[src/hw/rtl/frs_pkg.sv]
// Shared types and constants for the FASTQ record statistics block.
`timescale 1ns / 1ps

package frs_pkg;

	localparam int LENGTH_BITS = 16;
	localparam int TOTAL_BITS  = 40;

	localparam int QDEPTH     = 4;
	localparam int QPTR_BITS  = $clog2(QDEPTH);
	localparam int QCNT_BITS  = QPTR_BITS + 1;

	localparam logic [7:0]  CH_AT    = 8'h40;
	localparam logic [7:0]  CH_NL    = 8'h0A;
	localparam logic [15:0] SEP_TAIL = 16'h0A2B;

	localparam logic [LENGTH_BITS-1:0] MIN_LEN_RESET = (LENGTH_BITS > 11) ?
		LENGTH_BITS'(2048) : {LENGTH_BITS{1'b1}};
	localparam logic [7:0] MIN_Q_RESET = 8'd127;

	typedef enum logic [2:0] {
		ST_DONE   = 3'd0,
		ST_END    = 3'd1,
		ST_NO_AT  = 3'd2,
		ST_NO_NL  = 3'd3,
		ST_NO_SEP = 3'd4
	} status_t;

	typedef enum logic [2:0] {
		PH_AWAIT = 3'd0,
		PH_TITLE = 3'd1,
		PH_SEQ   = 3'd2,
		PH_QUAL  = 3'd3,
		PH_NL    = 3'd4
	} phase_t;

	// One classified byte, as handed from the parser to the statistics side.
	typedef struct packed {
		logic                   last;
		logic                   emit;
		logic                   sep;
		logic                   qual;
		logic                   rec;
		status_t                status;
		logic [LENGTH_BITS-1:0] len;
		logic [7:0]             qbyte;
	} cmd_t;

endpackage

[src/hw/rtl/fastq_record_statistics.sv]
// Top level of the FASTQ record statistics block.
// Usage:
//   Input channel: one byte of decompressed FASTQ text per request on
//   data_byte, with is_last set on the final byte of a buffer. A request is
//   taken on a rising edge with in_valid high and in_stall low.
//   Output channel: one result per completed record, per parse error and
//   per last byte, taken on an edge with out_valid high and out_stall low.
//   Throughput: one byte per clock while in_stall is low. The parser and
//   the statistics side are split by a four-entry command queue; bytes
//   that change nothing are not queued, so the queue fills only while
//   out_stall holds a result back. Path: the edge that takes a byte writes
//   its command into the queue, from which the statistics side loads the
//   result into the output register that drives out_valid.
//   Receiver stall: the output register holds its result; quality and
//   separator updates keep draining, and in_stall rises once the queue fills.
//   Reset: arst_n clears parser phase, queue and all totals (shortest read
//   back to 2048, lowest quality back to 127). The last byte of a buffer
//   returns the same state after its summary result.
`timescale 1ns / 1ps

module fastq_record_statistics (
	input  logic        clk,
	input  logic        arst_n,
	input  logic        in_valid,
	output logic        in_stall,
	input  logic [7:0]  data_byte,
	input  logic        is_last,
	output logic        out_valid,
	input  logic        out_stall,
	output logic [2:0]  status,
	output logic [31:0] record_count,
	output logic [39:0] total_bases,
	output logic [15:0] longest_read,
	output logic [15:0] shortest_read,
	output logic [7:0]  highest_quality,
	output logic [7:0]  lowest_quality,
	output logic [15:0] record_length
);

	logic                          push_valid;
	logic                          push_stall;
	frs_pkg::cmd_t                 push_cmd;
	logic                          pop_valid;
	logic                          pop_stall;
	frs_pkg::cmd_t                 pop_cmd;
	logic [frs_pkg::QCNT_BITS-1:0] q_count;

	frs_front u_front (
		.clk        (clk),
		.arst_n     (arst_n),
		.in_valid   (in_valid),
		.in_stall   (in_stall),
		.data_byte  (data_byte),
		.is_last    (is_last),
		.push_valid (push_valid),
		.push_stall (push_stall),
		.push_cmd   (push_cmd)
	);

	frs_queue u_queue (
		.clk        (clk),
		.arst_n     (arst_n),
		.push_valid (push_valid),
		.push_stall (push_stall),
		.push_cmd   (push_cmd),
		.pop_valid  (pop_valid),
		.pop_stall  (pop_stall),
		.pop_cmd    (pop_cmd),
		.count      (q_count)
	);

	frs_back u_back (
		.clk             (clk),
		.arst_n          (arst_n),
		.pop_valid       (pop_valid),
		.pop_stall       (pop_stall),
		.pop_cmd         (pop_cmd),
		.out_valid       (out_valid),
		.out_stall       (out_stall),
		.status          (status),
		.record_count    (record_count),
		.total_bases     (total_bases),
		.longest_read    (longest_read),
		.shortest_read   (shortest_read),
		.highest_quality (highest_quality),
		.lowest_quality  (lowest_quality),
		.record_length   (record_length)
	);

	a_queue_bound: assert property (@(posedge clk) disable iff (!arst_n)
		q_count <= frs_pkg::QCNT_BITS'(frs_pkg::QDEPTH))
		else $error("command queue count beyond depth");

	a_stall_only_full: assert property (@(posedge clk) disable iff (!arst_n)
		(q_count != frs_pkg::QCNT_BITS'(frs_pkg::QDEPTH)) |-> !in_stall)
		else $error("input stalled while queue has room");

	a_error_no_length: assert property (@(posedge clk) disable iff (!arst_n)
		(out_valid && (status == 3'(frs_pkg::ST_NO_AT) ||
		               status == 3'(frs_pkg::ST_NO_NL) ||
		               status == 3'(frs_pkg::ST_NO_SEP))) |-> record_length == 16'd0)
		else $error("error result carries a record length");

	a_done_in_range: assert property (@(posedge clk) disable iff (!arst_n)
		(out_valid && status == 3'(frs_pkg::ST_DONE)) |->
		(record_length <= longest_read && record_length >= shortest_read))
		else $error("completed record length outside longest/shortest");

endmodule

[src/hw/rtl/frs_front.sv]
// Record parser: tracks the FASTQ phase and classifies each byte into a command.
`timescale 1ns / 1ps

module frs_front (
	input  logic              clk,
	input  logic              arst_n,
	input  logic              in_valid,
	output logic              in_stall,
	input  logic [7:0]        data_byte,
	input  logic              is_last,
	output logic              push_valid,
	input  logic              push_stall,
	output frs_pkg::cmd_t     push_cmd
);

	frs_pkg::phase_t                  phase_q, phase_d;
	logic [15:0]                      recent_q, recent_d;
	logic [1:0]                       fill_q, fill_d;
	logic [frs_pkg::LENGTH_BITS-1:0]  seq_q, seq_d;
	logic [frs_pkg::LENGTH_BITS-1:0]  qleft_q, qleft_d;
	logic [frs_pkg::LENGTH_BITS-1:0]  qdec;
	logic                             accept;
	logic                             err;
	logic                             done;
	frs_pkg::status_t                 err_code;
	frs_pkg::cmd_t                    cmd;

	assign in_stall = push_stall;
	assign accept   = in_valid && !push_stall;

	always_ff @(posedge clk or negedge arst_n) begin
		if (!arst_n) begin
			phase_q  <= frs_pkg::PH_AWAIT;
			recent_q <= '0;
			fill_q   <= '0;
			seq_q    <= '0;
			qleft_q  <= '0;
		end else if (accept) begin
			phase_q  <= phase_d;
			recent_q <= recent_d;
			fill_q   <= fill_d;
			seq_q    <= seq_d;
			qleft_q  <= qleft_d;
		end
	end

	always_comb begin
		phase_d  = phase_q;
		recent_d = recent_q;
		fill_d   = fill_q;
		seq_d    = seq_q;
		qleft_d  = qleft_q;
		err      = 1'b0;
		done     = 1'b0;
		err_code = frs_pkg::ST_NO_AT;
		cmd      = '0;
		qdec     = (qleft_q != '0) ? (qleft_q - frs_pkg::LENGTH_BITS'(1)) : qleft_q;

		case (phase_q)
			frs_pkg::PH_AWAIT: begin
				if (!is_last) begin
					if (data_byte == frs_pkg::CH_AT) begin
						phase_d = frs_pkg::PH_TITLE;
					end else if (data_byte == frs_pkg::CH_NL) begin
						err      = 1'b1;
						err_code = frs_pkg::ST_NO_AT;
					end
				end
			end
			frs_pkg::PH_TITLE: begin
				if (!is_last && data_byte == frs_pkg::CH_NL) begin
					phase_d  = frs_pkg::PH_SEQ;
					recent_d = '0;
					fill_d   = '0;
					seq_d    = '0;
				end
			end
			frs_pkg::PH_SEQ: begin
				if (fill_q == 2'd2 && recent_q == frs_pkg::SEP_TAIL &&
				    data_byte == frs_pkg::CH_NL) begin
					cmd.sep = 1'b1;
					qleft_d = seq_q;
					phase_d = (seq_q != '0) ? frs_pkg::PH_QUAL : frs_pkg::PH_NL;
				end else begin
					// bytes that leave the two-byte window count as sequence
					if (fill_q == 2'd2) begin
						if (!(&seq_q))
							seq_d = seq_q + frs_pkg::LENGTH_BITS'(1);
					end else begin
						fill_d = fill_q + 2'd1;
					end
					recent_d = {recent_q[7:0], data_byte};
					if (is_last) begin
						err      = 1'b1;
						err_code = frs_pkg::ST_NO_SEP;
					end
				end
			end
			frs_pkg::PH_QUAL: begin
				cmd.qual = 1'b1;
				qleft_d  = qdec;
				if (qdec == '0)
					phase_d = frs_pkg::PH_NL;
			end
			frs_pkg::PH_NL: begin
				if (data_byte == frs_pkg::CH_NL) begin
					cmd.rec = 1'b1;
					done    = 1'b1;
				end else begin
					err      = 1'b1;
					err_code = frs_pkg::ST_NO_NL;
				end
				phase_d = frs_pkg::PH_AWAIT;
			end
			default: begin
				phase_d = frs_pkg::PH_AWAIT;
			end
		endcase

		cmd.qbyte = data_byte;
		cmd.len   = seq_q;
		cmd.last  = is_last;
		cmd.emit  = is_last || err || done;
		if (err)
			cmd.status = err_code;
		else if (done && !is_last)
			cmd.status = frs_pkg::ST_DONE;
		else
			cmd.status = frs_pkg::ST_END;

		// the last byte of a buffer returns the parser to its reset state
		if (is_last) begin
			phase_d  = frs_pkg::PH_AWAIT;
			recent_d = '0;
			fill_d   = '0;
			seq_d    = '0;
			qleft_d  = '0;
		end
	end

	assign push_cmd   = cmd;
	assign push_valid = in_valid && (cmd.emit || cmd.sep || cmd.qual || cmd.rec);

endmodule

[src/hw/rtl/frs_queue.sv]
// Short command queue between the parser and the statistics side.
`timescale 1ns / 1ps

module frs_queue (
	input  logic                          clk,
	input  logic                          arst_n,
	input  logic                          push_valid,
	output logic                          push_stall,
	input  frs_pkg::cmd_t                 push_cmd,
	output logic                          pop_valid,
	input  logic                          pop_stall,
	output frs_pkg::cmd_t                 pop_cmd,
	output logic [frs_pkg::QCNT_BITS-1:0] count
);

	frs_pkg::cmd_t                   slot_q [frs_pkg::QDEPTH];
	logic [frs_pkg::QPTR_BITS-1:0]   wr_q;
	logic [frs_pkg::QPTR_BITS-1:0]   rd_q;
	logic [frs_pkg::QCNT_BITS-1:0]   count_q;
	logic                            do_push;
	logic                            do_pop;

	assign push_stall = (count_q == frs_pkg::QCNT_BITS'(frs_pkg::QDEPTH));
	assign pop_valid  = (count_q != '0);
	assign pop_cmd    = slot_q[rd_q];
	assign count      = count_q;
	assign do_push    = push_valid && !push_stall;
	assign do_pop     = pop_valid && !pop_stall;

	always_ff @(posedge clk or negedge arst_n) begin
		if (!arst_n) begin
			wr_q    <= '0;
			rd_q    <= '0;
			count_q <= '0;
		end else begin
			if (do_push)
				wr_q <= wr_q + frs_pkg::QPTR_BITS'(1);
			if (do_pop)
				rd_q <= rd_q + frs_pkg::QPTR_BITS'(1);
			if (do_push && !do_pop)
				count_q <= count_q + frs_pkg::QCNT_BITS'(1);
			else if (do_pop && !do_push)
				count_q <= count_q - frs_pkg::QCNT_BITS'(1);
		end
	end

	always_ff @(posedge clk) begin
		if (do_push)
			slot_q[wr_q] <= push_cmd;
	end

endmodule

[src/hw/rtl/frs_back.sv]
// Statistics side: applies commands to the running totals and registers results.
`timescale 1ns / 1ps

module frs_back (
	input  logic              clk,
	input  logic              arst_n,
	input  logic              pop_valid,
	output logic              pop_stall,
	input  frs_pkg::cmd_t     pop_cmd,
	output logic              out_valid,
	input  logic              out_stall,
	output logic [2:0]        status,
	output logic [31:0]       record_count,
	output logic [39:0]       total_bases,
	output logic [15:0]       longest_read,
	output logic [15:0]       shortest_read,
	output logic [7:0]        highest_quality,
	output logic [7:0]        lowest_quality,
	output logic [15:0]       record_length
);

	logic [31:0]                     recs_q, recs_d;
	logic [frs_pkg::TOTAL_BITS-1:0]  bases_q, bases_d;
	logic [frs_pkg::TOTAL_BITS:0]    bases_sum;
	logic [frs_pkg::LENGTH_BITS-1:0] maxl_q, maxl_d;
	logic [frs_pkg::LENGTH_BITS-1:0] minl_q, minl_d;
	logic [7:0]                      maxq_q, maxq_d;
	logic [7:0]                      minq_q, minq_d;
	logic                            take;
	logic                            out_valid_q;
	frs_pkg::status_t                status_q;
	logic [31:0]                     recs_out_q;
	logic [39:0]                     bases_out_q;
	logic [15:0]                     maxl_out_q;
	logic [15:0]                     minl_out_q;
	logic [7:0]                      maxq_out_q;
	logic [7:0]                      minq_out_q;
	logic [15:0]                     len_out_q;

	// hold a result-bearing command while the output register is blocked
	assign pop_stall = pop_cmd.emit && out_valid_q && out_stall;
	assign take      = pop_valid && !pop_stall;

	always_comb begin
		maxl_d = (pop_cmd.sep && pop_cmd.len > maxl_q) ? pop_cmd.len : maxl_q;
		minl_d = (pop_cmd.sep && pop_cmd.len < minl_q) ? pop_cmd.len : minl_q;

		bases_sum = {1'b0, bases_q} + (frs_pkg::TOTAL_BITS + 1)'(pop_cmd.len);
		if (!pop_cmd.sep)
			bases_d = bases_q;
		else if (bases_sum[frs_pkg::TOTAL_BITS])
			bases_d = '1;
		else
			bases_d = bases_sum[frs_pkg::TOTAL_BITS-1:0];

		maxq_d = (pop_cmd.qual && pop_cmd.qbyte > maxq_q) ? pop_cmd.qbyte : maxq_q;
		minq_d = (pop_cmd.qual && pop_cmd.qbyte < minq_q) ? pop_cmd.qbyte : minq_q;

		recs_d = (pop_cmd.rec && !(&recs_q)) ? recs_q + 32'd1 : recs_q;
	end

	always_ff @(posedge clk or negedge arst_n) begin
		if (!arst_n) begin
			recs_q  <= '0;
			bases_q <= '0;
			maxl_q  <= '0;
			minl_q  <= frs_pkg::MIN_LEN_RESET;
			maxq_q  <= '0;
			minq_q  <= frs_pkg::MIN_Q_RESET;
		end else if (take) begin
			if (pop_cmd.last) begin
				recs_q  <= '0;
				bases_q <= '0;
				maxl_q  <= '0;
				minl_q  <= frs_pkg::MIN_LEN_RESET;
				maxq_q  <= '0;
				minq_q  <= frs_pkg::MIN_Q_RESET;
			end else begin
				recs_q  <= recs_d;
				bases_q <= bases_d;
				maxl_q  <= maxl_d;
				minl_q  <= minl_d;
				maxq_q  <= maxq_d;
				minq_q  <= minq_d;
			end
		end
	end

	always_ff @(posedge clk or negedge arst_n) begin
		if (!arst_n) begin
			out_valid_q <= 1'b0;
		end else if (take && pop_cmd.emit) begin
			out_valid_q <= 1'b1;
		end else if (!out_stall) begin
			out_valid_q <= 1'b0;
		end
	end

	always_ff @(posedge clk) begin
		if (take && pop_cmd.emit) begin
			status_q    <= pop_cmd.status;
			recs_out_q  <= recs_d;
			bases_out_q <= 40'(bases_d);
			maxl_out_q  <= 16'(maxl_d);
			minl_out_q  <= 16'(minl_d);
			maxq_out_q  <= maxq_d;
			minq_out_q  <= minq_d;
			len_out_q   <= pop_cmd.rec ? 16'(pop_cmd.len) : 16'd0;
		end
	end

	assign out_valid       = out_valid_q;
	assign status          = status_q;
	assign record_count    = recs_out_q;
	assign total_bases     = bases_out_q;
	assign longest_read    = maxl_out_q;
	assign shortest_read   = minl_out_q;
	assign highest_quality = maxq_out_q;
	assign lowest_quality  = minq_out_q;
	assign record_length   = len_out_q;

endmodule

[config.mk]
export PLATFORM = sky130hd
export DESIGN_NAME = fastq_record_statistics
export DESIGN_NICKNAME = d
export VERILOG_FILES = /design/src/hw/rtl/frs_pkg.sv /design/src/hw/rtl/fastq_record_statistics.sv /design/src/hw/rtl/frs_front.sv /design/src/hw/rtl/frs_queue.sv /design/src/hw/rtl/frs_back.sv
export SDC_FILE = /design/constraint.sdc
export NUM_CORES = 1
export LEC_CHECK = 0
export BUFFER_PORTS_ARGS = -buffer_cell sky130_fd_sc_hd__buf_2
export CORE_MARGIN = 8
export CORE_UTILIZATION = 35
export CTS_CLUSTER_DIAMETER = 60
export CTS_CLUSTER_SIZE = 16
export DETAILED_ROUTE_END_ITERATION = 12
export GPL_TIMING_DRIVEN = 0
export MAX_ROUTING_LAYER = met4
export PLACE_DENSITY = 0.47
export SYNTH_ARGS = -nofsm -noshare
export SYNTH_HDL_FRONTEND = slang
export SYNTH_SLANG_ARGS = --single-unit
[constraint.sdc]
create_clock -name clk -period 6.86 [get_ports clk]
set_input_delay 1.372 -clock clk [delete_from_list [all_inputs] [get_ports clk]]
set_output_delay 1.372 -clock clk [all_outputs]
set_load 0.02 [all_outputs]
## Yosys cells after proc, flatten, opt, wreduce, memory -nomap -nowiden

Memory sizes are Yosys's and may differ from the RTL's.
Index checks and enable logic that the tools add are counted.

| cells by class | value |
|---|---|
| add/sub/neg operators | 9 |
| magnitude comparators | 4 |
| equal/unequal tests | 18 |
| muxes and demuxes | 61 |
| reduce and logical (&&, ||, !) cells | 44 |

Operators with widths:

| operator | number |
|---|---|
| 16-bit 2-to-1 mux | 14 |
| 40-bit 2-to-1 mux | 3 |
| 16-bit one-hot mux with 2 select lines | 3 |
| 32-bit 2-to-1 mux | 2 |
| 40-bit by 16-bit adder with 41-bit output | 1 |
| 3-bit 2-to-1 mux | 11 |
| 32-bit by 1-bit adder with 32-bit output (second input constant) | 1 |
| 8-bit 2-to-1 mux | 4 |
| 32-bit AND reduction | 1 |
| 16-bit nonzero test | 2 |
| 1-bit logical AND | 18 |
| 16-bit by 1-bit adder with 16-bit output (second input constant) | 1 |
| 16-bit by 12-bit == test with 1-bit output (second input constant) | 1 |
| 16-bit greater-than comparator | 1 |
| 16-bit logical NOT | 1 |
| 16-bit < comparator | 1 |
| 1-bit 2-to-1 mux | 16 |
| 16-bit AND reduction | 1 |
| 16-bit by 1-bit subtractor with 16-bit output (second input constant) | 1 |
| 3-bit by 2-bit != test with 1-bit output (second input constant) | 5 |
| 3-bit one-hot mux with 4 select lines | 1 |
| 5-bit AND reduction | 2 |
| 3-bit != test (second input constant) | 3 |
| 3-bit nonzero test | 3 |
| other kinds (23) | 39 |

| storage, ports and cells | value |
|---|---|
| bits in registers | 320 |
| memory bits (writable) | 128 |
| input port bits | 13 |
| logic and storage cells | 160 |
| memories kept | 1 |

Memory list:

| name | depth | width | rd ports | clocked after memory_dff | write ports | RTL line | RTL |
|---|---|---|---|---|---|---|---|
| u_queue.slot_q | 4 | 32 | 1 | 0 | 1 | frs_queue.sv:16 | `frs_pkg::cmd_t slot_q [frs_pkg::QDEPTH];` |

## Depth between registers and ports, before layout

| logic depth | value |
|---|---|
| depth in word-level cells | 16 |
| gate-level depth with buffers | 15 |
| depth with buffers taken out | 13 |

## Cells and area by module

A second synthesis with hierarchy kept.

| second synthesis, totals | value |
|---|---|
| cell total of the unflattened synthesis | 2037 |
| area, all modules | 22997.1 um2 |

Modules (own cells, without submodules):

| module | times used | cells an instance | area each (um2) | seq. area each (um2) |
|---|---|---|---|---|
| frs_back | 1 | 1377 | 14164.8 | 7211.9 |
| frs_queue | 1 | 204 | 5104.9 | 4018.9 |
| frs_front | 1 | 456 | 3727.3 | 1326.3 |

## Worst setup path before layout

Ideal clock, no wire load.

| timing | value |
|---|---|
| path kind | input port to flip-flop |
| start | input port out_stall |
| end | register u_back.maxq_out_q[0], in the netlist u_back.highest_quality[0], enable pin |
| library setup time | 516 ps |
| arrival time | 5259 ps |
| path slack | 1085 ps |
| cell stages on the path | 4 |
| path through | a31oi_1 -> buf_2 -> clkbuf_1 -> and2_1 |

| between the ends | value |
|---|---|
| word-level cells in the longest chain between the ends | 4 |

Ends and longest elaborated chain:

| item | RTL line | RTL |
|---|---|---|
| from (decl) | fastq_record_statistics.sv:29 | `input logic out_stall,` |
| 1-bit logical AND | frs_back.sv:41 | `assign pop_stall = pop_cmd.emit && out_valid_q && out_stall;` |
| 1-bit logical NOT | frs_back.sv:42 | `assign take = pop_valid && !pop_stall;` |
| 1-bit logical AND | frs_back.sv:42 |  |
| 1-bit logical AND | frs_back.sv:100 | `if (take && pop_cmd.emit) begin` |
| to (signal assigned) | frs_back.sv:106 | `maxq_out_q <= maxq_d;` |
| to (decl) | frs_back.sv:36 | `logic [7:0] maxq_out_q;` |

No other way between the ends.
A chain may end at the register's enable or synchronous reset.

==> reports/results.tsv <==
stage	metric	value	unit
pwr	p_leak	9.951	nW
logic_synthesis	synth_xor_xnor_area_share	0.02956	
timing	worst_clock_skew	0.02669	ns
logic_synthesis	yosysTopAreaCellShare	0.3759	
detailed_routing	met2_wirelength	27410	um
detailed_routing	top_layer_used	met4	
timing	setup_tns	0	ns
logic_synthesis	async_flop_share	0.4040	
critical_path	cp-start-kind	register	
status	status	completed	
detailed_routing	routedWlPerCell	20.24	um
logic_synthesis	avgSynthCellArea	11.79	um^2
pwr	power_density	468.1	nW/um^2
critical_path	crit_type	reg2reg	
clocking	cts_buffers	46	
logic_synthesis	synth_mux_area_frac	0.04340	
placed_design	port_buffers	153	
critical_path	reg2reg_to	u_back.total_bases[17]	
clocking	insertion_delay	0.59	ns
global_route	overflow	0	
clocking	cts-root-buf	clkbuf_16	
logic_synthesis	synth_fa_ha_area_frac	0.04469	
floorplanning	fp-row-count	90	
timing	fin_ws	1.178	ns
final_layout	final_area	24890	um^2
critical_path	path_max_fanout	10	
clocking	clk_pin_slew	0.06	ns
logic_synthesis	synth-simple-area-share	0.1334	
detailed_routing	wl	57440	um
clocking	cts_setup_buffers	0	
global_route	grt_pass1_wl	89950	um
logic_synthesis	synth-seq-area-share	0.5887	
timing	relSlewSlack	0.3338	
clocking	cts_resized	0	
detailed_routing	vias_per_cell	5.291	
detailed_routing	postRouteAntennaNets	0	
worst_hold_path	min_delay_path_depth	1	
clocking	htree_num_levels	2	
pwr	combPwrFrac	0.430	
timing	fmax	176.0	MHz
clocking	cts_tree	yes	
detailed_routing	drcViolationCount	0	
detailed_routing	vias	15020	
floorplanning	die_w	262.9	um
timing	hold_viol_final	0	
floorplanning	io_pins	154	
logic_synthesis	synth_top_family_by_area	simple AND/OR/NAND/NOR gates	
timing	setup_viol	0	
logic_synthesis	synth_cell_types	79	
timing	drv_slew	0	
logic_synthesis	ys.flop_type	edfxtp_1	
clocking	cts_hold_buf	0	
final_layout	drive_above_1_share	0.1678	
floorplanning	core_area	60360	um^2
detailed_routing	wl_met3	2385	um
timing	tightest_slew	0.9971	ns
timing	finalCriticalPeriod	5.682	ns
logic_synthesis	synth_compound_area_frac	0.1293	
detailed_routing	drt-pass1-iter-count	5	
logic_synthesis	synthTopCellsByArea	edfxtp_1 (38%), dfrtp_1 (20%), ha_1 (4.3%)	
clocking	clkSinkCount	448	
timing	hold_ws	0.4781	ns
placed_design	hpwl	40270	um
global_route	grt_pass1_vias	15270	
critical_path	endpoint_kind	register	
critical_path	endpoint	u_back.total_bases[17]	
clocking	clockBufferDepth	3	
logic_synthesis	ys_ff_latch	448	
floorplanning	die_h	262.9	um
logic_synthesis	synth_area	21330	um^2
critical_path	worstSetupStartpoint	u_queue.rd_q[0]	
pwr	internal_power	0.006840	W
global_route	grt_max_degree	70	
logic_synthesis	synth_top_cell_by_area	edfxtp_1	
final_layout	antenna_cells	0	
critical_path	worst-r2r-cell-count	14	
placed_design	detailedPlace.worstSlack	1.112	ns
final_layout	areaGrowthSynthToFinish	16.66	%
logic_synthesis	synth.net_count	1898	
critical_path	crit_arrival	5.96	ns
worst_hold_path	hp-class	reg2reg	
pwr	power_frac_clock	0.225	
logic_synthesis	synth_edf_count	267	
logic_synthesis	synthCells	1810	
logic_synthesis	yosysWarnings	0	
floorplanning	initial_utilization	0.3534	
timing	timing.final.crit_share	0.8282	
critical_path	rr_startpoint	u_queue.rd_q[0]	
pwr	pwr-share-seq	0.346	
critical_path	crit_required	7.14	ns
run	maxCapViolations	0	
global_route	track_usage	0.1672	
detailed_routing	drt_iter0_drc	913	
pwr	ir_drop	0.2311	mV
timing	rsz0062_at_grt	false	
final_layout	final_net_count	2107	
floorplanning	die_area	69100	um^2
pwr	switchingPower	0.004810	W
pwr	sw_frac_of_total	0.4129	
global_route	antenna_found_initial	0	
critical_path	r2r_setup_slack	1.18	ns
placed_design	gp_congestion	0.8577	
placed_design	detailed_place.area	23300	um^2
detailed_routing	met1_length	26380	um
how the worst min path moves through the flow:
stage / from / endpoint / slack (ns)
after global routing: u_back.maxl_q[7] / u_back.maxl_q[7] / 0.51
after global placement: u_front.fill_q[0] / u_front.fill_q[0] / 0.46
after detailed placement: u_front.fill_q[0] / u_front.fill_q[0] / 0.47
final: u_front.fill_q[0] / u_front.fill_q[0] / 0.48
after floorplan: u_front.fill_q[0] / u_front.fill_q[0] / 0.45
after CTS: u_front.fill_q[0] / u_front.fill_q[0] / 0.48
cells in the final DEF, fill, tap and decap left out, drive strengths merged, types with 38 or more instances in the layout:
master    n
clkbuf  114
edfxtp  267
nand2   176
dfrtp   173
o21ai   150
buf     193
nor2    126
inv      88
a22o     65
nor3     38
ha       73
a21oi    99
xnor2    48
cell families after synthesis:
logic type / after synthesis
compound gates: 433
mux: 52
xor+xnor: 72
fa+ha+maj: 75
buf+inv: 163
flops: 448
simple gates: 567
critical path, cell delays in order, from the launching register on:
cell	delay [ns]
dfrtp_1	0.37
buf_4	0.22
buf_1	0.64
buf_2	0.52
mux4_2	0.72
ha_1	0.42
a21oi_1	0.23
nor2b_1	0.08
a311o_1	0.41
a21o_1	0.28
a31oi_1	0.51
clkbuf_1	0.43
nor2_1	0.22
xnor2_1	0.19
nand2_1	0.14
sequential cells by signal (all words and copies together), names as in the netlist, 32 cells and up:
| name | flops |
|---|---|
| u_back.record_count | 32 |
| u_back.total_bases | 40 |
| u_queue.slot_q | 128 |
| u_back.bases_q | 40 |
| u_back.recs_q | 32 |
synth_stat cells (all sizes together), types with 32 or more instances:
| master | count |
|---|---|
| buf | 32 |
| a22o | 65 |
| and2 | 35 |
| nand3 | 36 |
| o21ai | 150 |
| a21oi | 99 |
| dfrtp | 173 |
| nor3 | 38 |
| inv | 76 |
| xnor2 | 48 |
| nand2 | 176 |
| clkbuf | 55 |
| nor2 | 126 |
| ha | 73 |
| edfxtp | 267 |
metal layers:
| metal | vias up | GRT usage |
|---|---|---|
| li1 | 7154 | - |
| met1 | 7468 | 0.2177 |
| met2 | 313 | 0.2715 |
| met3 | 81 | 0.02451 |
| met4 | 0 | 0.04709 |
| met5 | - | - |
stage by stage:
stage / util / cells / power (W)
floorplan: - / 1810 / 0.007367
global placement: 0.3823 / 2745 / 0.009148
detailed placement: 0.3860 / 2753 / 0.009155
CTS: 0.4123 / 2838 / 0.01183
global route: 0.4123 / 2838 / 0.01241
finish: 0.4123 / 2838 / 0.01165
area by class of cell:
class | count | area [um^2]
repair buffers | 161 | 980.9
flip-flops and latches | 448 | 12560
clock inverters | 26 | 292.8
plain buffers | 87 | 374.1
multi-input cells | 1199 | 8123
inverters | 76 | 285.3
clock buffers | 59 | 1294
well taps | 782 | 978.4
fillers | 5763 | 35470
power groups by stage:
| stage | Combinational, W | Clock [W] | Sequential, W |
|---|---|---|---|
| after floorplan | 0.00272 | 0 | 0.00465 |
| after global placement | 0.00494 | 0 | 0.00421 |
| after detailed placement | 0.00507 | 0 | 0.00409 |
| after CTS | 0.00509 | 0.00270 | 0.00404 |
| after global routing | 0.00551 | 0.00280 | 0.00410 |
| final | 0.00500 | 0.00262 | 0.00403 |
Note: power is estimated with default switching activity, not from simulation.
